**config.mk**
```make
export PLATFORM = sky130hd
export DESIGN_NAME = rwbb_div
export DESIGN_NICKNAME = d
export VERILOG_FILES = /design/src/rwbb_pkg.sv /design/src/rwbb_div.sv
export SDC_FILE = /design/constraint.sdc
export NUM_CORES = 1
export LEC_CHECK = 0
export ABC_AREA = 1
export BUFFER_PORTS_ARGS = -buffer_cell sky130_fd_sc_hd__buf_2
export CELL_PAD_IN_SITES_DETAIL_PLACEMENT = 1
export CELL_PAD_IN_SITES_GLOBAL_PLACEMENT = 1
export CORE_UTILIZATION = 38
export DETAILED_ROUTE_END_ITERATION = 8
export HOLD_SLACK_MARGIN = 0.1
export PLACE_DENSITY_LB_ADDON = 0.1
export SYNTH_ARGS = -nofsm -noshare
export SYNTH_HDL_FRONTEND = slang
export SYNTH_SLANG_ARGS = --single-unit
```
**constraint.sdc**
```tcl
create_clock -name clock -period 2.15 [get_ports clock]
set_clock_uncertainty 0.1 [all_clocks]
set_input_delay 0.3225 -clock clock [delete_from_list [all_inputs] [get_ports clock]]
set_output_delay 0.3225 -clock clock [all_outputs]
set_load 0.1 [all_outputs]
```
**src/rwbb_pkg.sv**
```systemverilog
// ----------------------------------------------------------------------------
// rwbb_pkg
// Widths, codes and types shared by the rolling Bollinger band block.
// ----------------------------------------------------------------------------
package rwbb_pkg;

   localparam int WINDOW_MAX = 64;
   localparam int HEAD_W     = $clog2(WINDOW_MAX);
   localparam int PRICE_W    = 24;
   localparam int LEN_W      = 7;
   localparam int BW_W       = 12;
   localparam int SUM_W      = 30;
   localparam int SQ_W       = 54;
   localparam int PROD_W     = SQ_W + LEN_W;
   localparam int ROOT_W     = 31;
   localparam int RAD_W      = 2 * ROOT_W;
   localparam int FRAC_W     = 8;
   localparam int SCALE_W    = BW_W + ROOT_W;
   localparam int DIV_W      = SCALE_W - FRAC_W;
   localparam int BAND_W     = 28;
   localparam int CSR_IDX_W  = 2;
   localparam int CSR_DATA_W = 12;

   localparam logic [LEN_W-1:0] LEN_RESET = LEN_W'(20);
   localparam logic [BW_W-1:0]  BW_RESET  = BW_W'(512);

   typedef enum logic [CSR_IDX_W-1:0] {
      REG_WINDOW_LENGTH = 2'd0,
      REG_BAND_WIDTH    = 2'd1
   } csr_index_type;

   typedef enum logic [3:0] {
      ST_IDLE,
      ST_FETCH,
      ST_ACCUM,
      ST_PRODUCT,
      ST_DIFF,
      ST_ROOT,
      ST_SCALE,
      ST_DIV_MID,
      ST_DIV_OFF,
      ST_DONE
   } state_type;

   typedef struct packed {
      logic accept;
      logic ram_we;
      logic root_start;
      logic div_start;
      logic out_load;
   } seq_ctrl_type;

endpackage

```
**src/rwbb_div.sv**
```systemverilog
// ----------------------------------------------------------------------------
// rwbb_div
// Unsigned divide by the window length, one quotient bit per cycle.
// ----------------------------------------------------------------------------
module rwbb_div import rwbb_pkg::*; (
   input  logic             clock,
   input  logic             reset,
   input  logic             start,
   input  logic [DIV_W-1:0] dividend,
   input  logic [LEN_W-1:0] divisor,
   output logic             done,
   output logic [DIV_W-1:0] quotient
);

   localparam int REM_W = LEN_W + 1;
   localparam int CNT_W = $clog2(DIV_W + 1);

   logic [DIV_W-1:0] quo_ff, quo_in;
   logic [REM_W-1:0] rem_ff, rem_in;
   logic [LEN_W-1:0] dsr_ff, dsr_in;
   logic [CNT_W-1:0] cnt_ff, cnt_in;
   logic             done_ff, done_in;
   logic [REM_W-1:0] cur;

   always_comb begin
      // remainder stays below the divisor, so its top bit is free to shift
      cur     = {rem_ff[LEN_W-1:0], quo_ff[DIV_W-1]};
      quo_in  = quo_ff;
      rem_in  = rem_ff;
      dsr_in  = dsr_ff;
      cnt_in  = cnt_ff;
      done_in = 1'b0;
      if (start) begin
         quo_in = dividend;
         rem_in = '0;
         dsr_in = divisor;
         cnt_in = CNT_W'(DIV_W);
      end else if (cnt_ff != '0) begin
         if (cur >= {1'b0, dsr_ff}) begin
            rem_in = cur - {1'b0, dsr_ff};
            quo_in = {quo_ff[DIV_W-2:0], 1'b1};
         end else begin
            rem_in = cur;
            quo_in = {quo_ff[DIV_W-2:0], 1'b0};
         end
         cnt_in  = cnt_ff - 1'b1;
         done_in = (cnt_ff == CNT_W'(1));
      end
   end

   always_ff @(posedge clock) begin
      if (reset) begin
         cnt_ff  <= '0;
         done_ff <= 1'b0;
      end else begin
         cnt_ff  <= cnt_in;
         done_ff <= done_in;
      end
      quo_ff <= quo_in;
      rem_ff <= rem_in;
      dsr_ff <= dsr_in;
   end

   assign done     = done_ff;
   assign quotient = quo_ff;

endmodule

```
==> out/metrics.yaml <==
floorplan:
  core_area_mm2: 0.00691
  die_x_um: 87.3
  die_area_mm2: 0.00763
  rows: 30
  start_util: 0.401
  die_y_um: 87.3
  pin_count: 81
clock_network:
  cts_root_buf: "clkbuf_8"
  cts-htree-levels: 2
  cts_sinks: 56
  clk_latency_ns: 0.32
  cts_buffers: 5
  post_cts_buffers: 0
  cts_tree: "built"
  cts_buffer_depth: 2
  clkTransAtPathRegs_ns: 0.12
sta:
  fin_crit_sh: 0.872
  rsz0062_at_grt: "false"
  fin_setup_tns_ns: 0
  setup_viol: 0
  finalHoldViolCount: 0
  worst_slack_ns: 0.275
  slew_headroom: 0.666
  slew_viol_final: 0
  fmax_ghz: 0.533
  period_minus_slack_ns: 1.87
  worst_pin_slew_ns: 0.504
power_and_ir_drop:
  p_per_area_mw_per_mm2: 1110
  leakagePower_uw: 0.00177
  peakVddDrop_mv: 0.466
layout:
  nets: 458
  n_fill_cell: 882
  instances_no_fill: 499
  drive_gt1_frac: 0.258
  regArea_mm2: 0.00154
  multi_input_area_mm2: 0.00109
  antennaDiodeCount: 0
  area_growth_pct: 25.0
placed_design:
  dp_hpwl_mm: 4.86
  dp_cells: 484
  portBuffers: 80
  dp_slack_ns: 0.278
  gp_congestion: 0.774
drt:
  ant_nets: 0
  drt_wl_total_mm: 6.66
  post_drt_wl_per_cell_um: 13.3
  drt_iter0_drc: 110
  dr.pass1.iters: 4
  vias_per_cell: 4.60
  vias: 2295
  drc: 0
critical_path:
  required_ns: 2.32
  rr_endpoint: "rem_ff[6]"
  r2r_setup_slack_ns: 0.28
  start_kind: "flop"
  worstReg2RegStart: "quotient[34]"
  crit_arrival_ns: 2.04
  critPathKind: "flop to flop"
  end_kind: "flop"
  reg2regPathDepth: 12
  crit_fanout: 8
yosys:
  synth_warnings: 0
  synth-seq-cells: 56
  ys_async_sr_fraction: 0
  ys_types: 27
  ys_seq_area_frac: 0.557
  synth_area_mm2: 0.00277
  synth_edf_count: 42
  ys.flop_type: "edfxtp_1"
  post_synth.cell_area_avg_um2: 8.84
  syn-num-nets: 369
  synth_cells: 313
global_routing:
  grt_pass1_wl_mm: 11.0
  antenna_found_initial: 0
  overflow: 0
  grt_max_degree: 43
  grt_pass1_vias: 2349
  track_usage: 0.186
min_path:
  min_path_type: "primary input to flop"
  min_to: "quotient[18]"
  whs_path_depth: 3
  min_from: "dividend[18]"
outcome:
  status: "finished clean"
flow_run:
  drv_cap: 0
==> synth_stat cells, types with 2 or more instances <==
master    number  area, um2
nand2_1      151        567
edfxtp_1      42       1260
inv_1         28        105
nand3_1       19       95.1
dfxtp_1       14        280
ha_1          10        125
nor2_1        10       37.5
nand3b_1       5       37.5
o21ai_0        5       25.0
a21oi_1        4       20.0
buf_2          4       20.0
clkbuf_1       3       11.3
xor2_1         3       26.3
nand4_1        2       12.5
==> flip-flops by register name, summed over array words and instances (netlist names) <==
signal / count
quotient: 35
dsr_ff: 7
rem_ff: 7
cnt_ff: 6
done: 1
==> cell type report <==
cell class,instances,share of cell area
tap,96,0.0347
multi-input combinational,220,0.315
timing repair buffer,90,0.146
sequential,56,0.446
inverter,29,0.0315
clock inverter,3,0.00759
clock buffer,5,0.0199
==> worst max path at each step <==
stage / end / cells past startpoint / from
2_1_floorplan: rem_ff[0] / 11 / quotient[34]
3_3_place_gp: rem_ff[6] / 12 / quotient[34]
3_5_place_dp: rem_ff[6] / 12 / quotient[34]
4_1_cts: rem_ff[6] / 12 / quotient[34]
5_1_grt: rem_ff[6] / 12 / quotient[34]
6_report: rem_ff[6] / 12 / quotient[34]
==> critical path, stage by stage, from the launching register on <==
cell,delay (ns)
edfxtp_1,0.38
inv_2,0.05
ha_2,0.18
fa_2,0.38
inv_2,0.07
nand2_1,0.04
nand2_1,0.08
nand2_1,0.08
nand2_1,0.08
nand2_2,0.12
nand3b_1,0.12
nand3_1,0.09
nand2_1,0.06
==> power by group <==
group          total (uW)  internal, uW  switching [uW]
Combinational        1750           393            1350
Sequential           1480          1370             106
Clock                 626           242             384
==> through the flow <==
step                      utilization  cell area [um2]  hold slack, ns  power, uW
after floorplan                     -             2780           0.321       2920
after global placement          0.477             3290           0.368       3230
after global routing            0.501             3460           0.151       4060
after detailed placement        0.477             3290           0.371       3250
final                           0.501             3460           0.170       3850
after CTS                       0.501             3460           0.157       3900
==> cell families (layout without fill, tap and decap cells) <==
kind of cell    count (synthesis)  count (layout)  share of synthesized area
xor+xnor                        4               4                     0.0127
buf+inv                        37             127                     0.0533
flops                          56              56                      0.557
simple gates                  192             192                      0.294
fa+ha+maj                      11              11                     0.0524
compound gates                 13              13                     0.0303
==> metal layers <==
metal  track usage  vias to the layer above  part of all wire
met5             0                        -                 0
met4        0.0402                        0            0.0093
met3        0.0588                        6             0.061
met2         0.322                       48              0.49
met1         0.227                     1060              0.44
li1              -                     1181                 -
==> timing repair <==
action	in CTS	in global routing
endpoints found under the hold margin	7	0
endpoints found under the setup margin	0	0
hold buffers	7	0
resized for setup	0	0
==> placed cells by master (no fill, tap or decap), types with 5 or more instances in the layout <==
| cell | count |
|---|---|
| buf_2 | 80 |
| clkbuf_8 | 5 |
| inv_1 | 26 |
| nand3b_1 | 5 |
| ha_1 | 9 |
| nand3_1 | 18 |
| nor2_1 | 10 |
| dfxtp_1 | 14 |
| nand2_1 | 151 |
| dlygate4sd3_1 | 7 |
| edfxtp_1 | 42 |
| o21ai_0 | 5 |
Note: power is estimated with default switching activity, not from simulation.
