## src/rwbb_pkg.sv

```systemverilog
// ----------------------------------------------------------------------------
// rwbb_pkg
// Widths, codes and types shared by the rolling Bollinger band block.
// ----------------------------------------------------------------------------
package rwbb_pkg;

   localparam int WINDOW_MAX = 64;
   localparam int HEAD_W     = $clog2(WINDOW_MAX);
   localparam int PRICE_W    = 24;
   localparam int LEN_W      = 7;
   localparam int BW_W       = 12;
   localparam int SUM_W      = 30;
   localparam int SQ_W       = 54;
   localparam int PROD_W     = SQ_W + LEN_W;
   localparam int ROOT_W     = 31;
   localparam int RAD_W      = 2 * ROOT_W;
   localparam int FRAC_W     = 8;
   localparam int SCALE_W    = BW_W + ROOT_W;
   localparam int DIV_W      = SCALE_W - FRAC_W;
   localparam int BAND_W     = 28;
   localparam int CSR_IDX_W  = 2;
   localparam int CSR_DATA_W = 12;

   localparam logic [LEN_W-1:0] LEN_RESET = LEN_W'(20);
   localparam logic [BW_W-1:0]  BW_RESET  = BW_W'(512);

   typedef enum logic [CSR_IDX_W-1:0] {
      REG_WINDOW_LENGTH = 2'd0,
      REG_BAND_WIDTH    = 2'd1
   } csr_index_type;

   typedef enum logic [3:0] {
      ST_IDLE,
      ST_FETCH,
      ST_ACCUM,
      ST_PRODUCT,
      ST_DIFF,
      ST_ROOT,
      ST_SCALE,
      ST_DIV_MID,
      ST_DIV_OFF,
      ST_DONE
   } state_type;

   typedef struct packed {
      logic accept;
      logic ram_we;
      logic root_start;
      logic div_start;
      logic out_load;
   } seq_ctrl_type;

endpackage

```

## src/rwbb_isqrt.sv

```systemverilog
// ----------------------------------------------------------------------------
// rwbb_isqrt
// Floor square root, one result bit per cycle (restoring digit recurrence).
// ----------------------------------------------------------------------------
module rwbb_isqrt import rwbb_pkg::*; (
   input  logic              clock,
   input  logic              reset,
   input  logic              start,
   input  logic [RAD_W-1:0]  radicand,
   output logic              done,
   output logic [ROOT_W-1:0] root
);

   localparam int REM_W = ROOT_W + 4;
   localparam int CNT_W = $clog2(ROOT_W + 1);

   logic [RAD_W-1:0]  rad_ff, rad_in;
   logic [REM_W-1:0]  rem_ff, rem_in;
   logic [ROOT_W-1:0] root_ff, root_in;
   logic [CNT_W-1:0]  cnt_ff, cnt_in;
   logic              done_ff, done_in;
   logic [REM_W-1:0]  cur;
   logic [REM_W-1:0]  trial;

   always_comb begin
      cur     = {rem_ff[REM_W-3:0], rad_ff[RAD_W-1 -: 2]};
      trial   = {2'b00, root_ff, 2'b01};
      rad_in  = rad_ff;
      rem_in  = rem_ff;
      root_in = root_ff;
      cnt_in  = cnt_ff;
      done_in = 1'b0;
      if (start) begin
         rad_in  = radicand;
         rem_in  = '0;
         root_in = '0;
         cnt_in  = CNT_W'(ROOT_W);
      end else if (cnt_ff != '0) begin
         rad_in = rad_ff << 2;
         if (cur >= trial) begin
            rem_in  = cur - trial;
            root_in = {root_ff[ROOT_W-2:0], 1'b1};
         end else begin
            rem_in  = cur;
            root_in = {root_ff[ROOT_W-2:0], 1'b0};
         end
         cnt_in  = cnt_ff - 1'b1;
         done_in = (cnt_ff == CNT_W'(1));
      end
   end

   always_ff @(posedge clock) begin
      if (reset) begin
         cnt_ff  <= '0;
         done_ff <= 1'b0;
      end else begin
         cnt_ff  <= cnt_in;
         done_ff <= done_in;
      end
      rad_ff  <= rad_in;
      rem_ff  <= rem_in;
      root_ff <= root_in;
   end

   assign done = done_ff;
   assign root = root_ff;

endmodule

```

## config.mk

```make
export PLATFORM = sky130hd
export DESIGN_NAME = rwbb_isqrt
export DESIGN_NICKNAME = d
export VERILOG_FILES = /design/src/rwbb_pkg.sv /design/src/rwbb_isqrt.sv
export SDC_FILE = /design/constraint.sdc
export NUM_CORES = 1
export LEC_CHECK = 0
export BUFFER_PORTS_ARGS = -buffer_cell sky130_fd_sc_hd__buf_4
export CORE_UTILIZATION = 60
export CTS_CLUSTER_SIZE = 8
export DETAILED_ROUTE_END_ITERATION = 12
export HOLD_SLACK_MARGIN = 0.1
export PLACE_DENSITY_LB_ADDON = 0.25
export SYNTH_ARGS = -nofsm -noshare
export SYNTH_HDL_FRONTEND = slang
export SYNTH_SLANG_ARGS = --single-unit
export TNS_END_PERCENT = 20
```

## constraint.sdc

```tcl
create_clock -name clock -period 7.9 [get_ports clock]
set_input_delay 0.395 -clock clock [delete_from_list [all_inputs] [get_ports clock]]
set_output_delay 0.395 -clock clock [all_outputs]
set_load 0.02 [all_outputs]
```

==> metrics.log <==
INFO  metric timing.final.crit_period = 2.87 ns
INFO  metric synth_flop_cell = dfxtp_1
INFO  metric layout_worst_path_cycle_share = 36.3%
INFO  metric setup-tns-final = 0 ns
INFO  metric layout.area.seq = 3260 sq um
INFO  metric cts_made_buffers = 17
INFO  metric clk_latency = 0.43 ns
INFO  metric grt_max_degree = 87
INFO  metric failed_checks = design-rule violations
INFO  metric slowest_delay = 0.44 ns
INFO  metric tritoncts = built
INFO  metric cts-htree-levels = 4
INFO  metric critical_path_most_common_cell = a211oi_1
INFO  metric worst_slew_pin_slew = 0.966 ns
INFO  metric buffer_levels_on_the_longest_clock_path = 2
INFO  metric postCtsResizedCells = 0
INFO  metric worstSetupStartpoint = root[0]
INFO  metric report.power.total = 3.20 mW
INFO  metric leakagePower = 3.48 nW
INFO  metric timing.fmax = 348 MHz
INFO  metric worst_ep_required_time = 8.24 ns
INFO  metric synth_top_area_share = 25.7%
INFO  metric finish.utilization = 73.9%
INFO  metric r2r-end = rem_ff[16]
INFO  metric critical_path.top_delay_family = compound AO/OA/AOI/OAI gates
INFO  metric hold_path.class = primary input to register
INFO  metric synth_fp_nets = 844
INFO  metric post_cts_setup_buffer_count = 0
INFO  metric setup_viol_count_final = 0
INFO  metric num-fill-cells = 819
INFO  metric startpoint_type = register
INFO  metric yosys_register_bits = 132
INFO  metric cp-end-kind = register
INFO  metric largest_area_contributor_in_the_synthesized_netlist = edfxtp_1
INFO  metric rsz_0062_raised_after_global_routing = false
INFO  metric clkSinkCount = 132
INFO  metric multiInputGateArea = 3650 sq um
INFO  metric worst_ep_arrival_time = 3.21 ns
INFO  metric cts-root-buf = clkbuf_16
INFO  metric post_drt_via_cell_ratio = 5.74
INFO  metric maxSlewViolCount = 0
INFO  metric postSynth.asyncResetShare = 0%
INFO  metric row_count = 39
INFO  metric post_detailed_routing_wire_length = 15.1 mm
INFO  metric timing.slew.headroom = 35.6%
INFO  metric die_h = 112 um
INFO  metric synthDistinctLibCells = 64
INFO  metric mappedNetlistArea = 7250 sq um
INFO  metric initial_utilization = 62.5%
INFO  metric fin_nets = 926
INFO  metric max-cap-violations = 0
INFO  metric finalClockSkew = 0.00995 ns
INFO  metric worst_hold_path.endpoint = cnt_ff[1]
INFO  metric critPathMaxFanout = 4
INFO  metric finalHoldViolations = 0
INFO  metric count_of_buffer_and_inverter_cells_on_the_critical_path = 1
INFO  metric drt_first_iter_violations = 254
INFO  metric gp_congestion = 0.904
INFO  metric worst_ir_drop_vdd = 0.220 mV
INFO  metric post_synth_main_area_contributors = edfxtp_1, dfxtp_1, mux2_2
INFO  metric synth_edf_count = 62
INFO  metric ant_nets = 0
INFO  metric power.density_cell_area = 372 nW/um^2
INFO  metric synthesis.yosys.warnings = 0
INFO  metric route.detailed.wl_per_inst = 15.4 um
INFO  metric syn_area_per_cell = 9.76 sq um
INFO  metric first_global_vias = 5,581
INFO  metric die-area = 12,500 sq um
INFO  metric core_region_area = 11,600 sq um
INFO  metric ff2ff_path_depth = 11
INFO  metric grt_first_pass_wirelength = 25.4 mm
INFO  metric number_of_antenna_violations_at_the_first_check_in_global_routing = 0
INFO  metric cp_cell_sequence = inv_1 > ha_1 > nor2b_4 > o311ai_2 > a211oi_1 > or3_1 > a2111oi_0 > a21oi_1 > xor2_1 > mux2i_1 > a211oi_1
INFO  metric synth_instances = 743
INFO  metric r2r-start = root[0]
INFO  metric global_route.overflow_total = 0
INFO  metric dr_total_vias = 5,629
INFO  metric timing.hold.worst.start = reset
INFO  metric seq_area_frac_synth = 45.0%
INFO  metric dr.pass1.iters = 9
INFO  metric ff2ff_setup_slack = 5.03 ns
INFO  metric drc_errors = 3
INFO  metric final_cell_mix = nand2_1, buf_4, a21oi_1
INFO  metric numPortBuffers = 96
INFO  metric num_antenna_cells = 0
INFO  metric grt.total_usage = 25.3%
INFO  metric layout.cells.most_common = nand2_1
INFO  metric cpMaxStageDelayCell = a2111oi_0
INFO  metric run_status = finished, violations left
INFO  metric worst_hold_path.num_cells = 2
INFO  metric layout-drive-gt1-share = 24.9%
INFO  metric die_w = 112 um
INFO  metric area_growth = 18.3%
INFO  metric clkSlewWorstSetupHoldPaths = 0.06 ns
INFO  metric ctsHoldBuffers = 0
INFO  metric dp.final_hpwl = 10.4 mm
INFO  metric worst-setup-path-type = register to register
INFO  metric io_pins = 97
==> worst max path at each step <==
stage                  to  slack, ns  depth (start not counted)
2_1_floorplan  rem_ff[16]       5.19                         11
3_3_place_gp   rem_ff[16]       5.16                         11
3_5_place_dp   rem_ff[16]       5.05                         11
4_1_cts        rem_ff[16]       5.04                         11
5_1_grt        rem_ff[16]       4.78                         11
6_report       rem_ff[16]       5.03                         11
==> flip-flops by register name, indices dropped and copies added, names as in the netlist <==
name    cells
done        1
rem_ff     33
rad_ff     62
root       31
cnt_ff      5
==> per-layer routing <==
metal | track usage [%] | share of wire (%)
met2 | 42.5 | 49
met3 | 8.33 | 5.4
met1 | 29.9 | 44
met4 | 10.5 | 1.7
met5 | 0 | 0
==> cell usage after synthesis (3+ instances only) <==
library cell and instances:
mux2i_1 16, nor3_1 6, nor3b_1 3, o22ai_1 3, dfxtp_1 70, and2_1 6
o21a_1 4, mux2_2 60, nand2_1 111, nand2b_1 4, buf_4 3, o21bai_1 3
inv_1 47, or3_1 5, nor3_2 4, o21ai_1 6, o211ai_1 7, buf_2 3
a21oi_1 72, edfxtp_1 62, clkbuf_1 26, a21o_1 6, nor2_1 42, buf_1 4
ha_1 36, xnor2_1 16, nand4_1 8, a211oi_1 20, o21ai_0 26, nand3_1 8
nor2b_1 3, xor2_1 14
==> cells by family (layout without fill, tap and decap cells) <==
group                      count (synthesis)  count (layout)  share of synthesized area [%]
AOI/OAI and AO/OA                        177             177                           15.8
muxes                                     76              76                           11.5
buffers and inverters                     84             179                           4.78
DFF                                      132             132                           45.0
and+or+nand+nor                          208             208                           13.0
xor gates and xnor gates                  30              30                           3.62
adders and majority gates                 36              36                           6.21
==> through the flow <==
step	setup WS (ns)	area, sq um	cells	hold WS, ns
floorplan	5.19	7250	743	0.445
global placement	5.16	8020	949	0.460
detailed placement	5.05	8020	949	0.466
CTS	5.04	8580	981	0.163
global route	4.78	8580	981	0.173
finish	5.03	8580	981	0.182
==> worst register-to-register path, delay by kind of cell, from the launching register on <==
family / cells / cell delay, ns
compound gates: 5 / 1.21
buf+inv: 1 / 0.07
simple gates: 2 / 0.56
flops: 1 / 0.36
fa+ha+maj: 1 / 0.35
mux: 1 / 0.09
xor+xnor: 1 / 0.14
==> cell type report <==
cell class                      count  share of cell area [%]
Clock inverter                     14                    1.60
Sequential cell                   132                    38.0
Inverter                           47                    2.06
Multi-Input combinational cell    527                    42.5
Timing Repair Buffer              100                    8.75
Clock buffer                       18                    5.00
Tap cell                          143                    2.08
==> power breakdown <==
part	internal [mW]	switching [mW]
logic	0.667	0.850
registers	0.846	0.0722
clock network	0.460	0.300
Power figures use the tool's default switching activity.
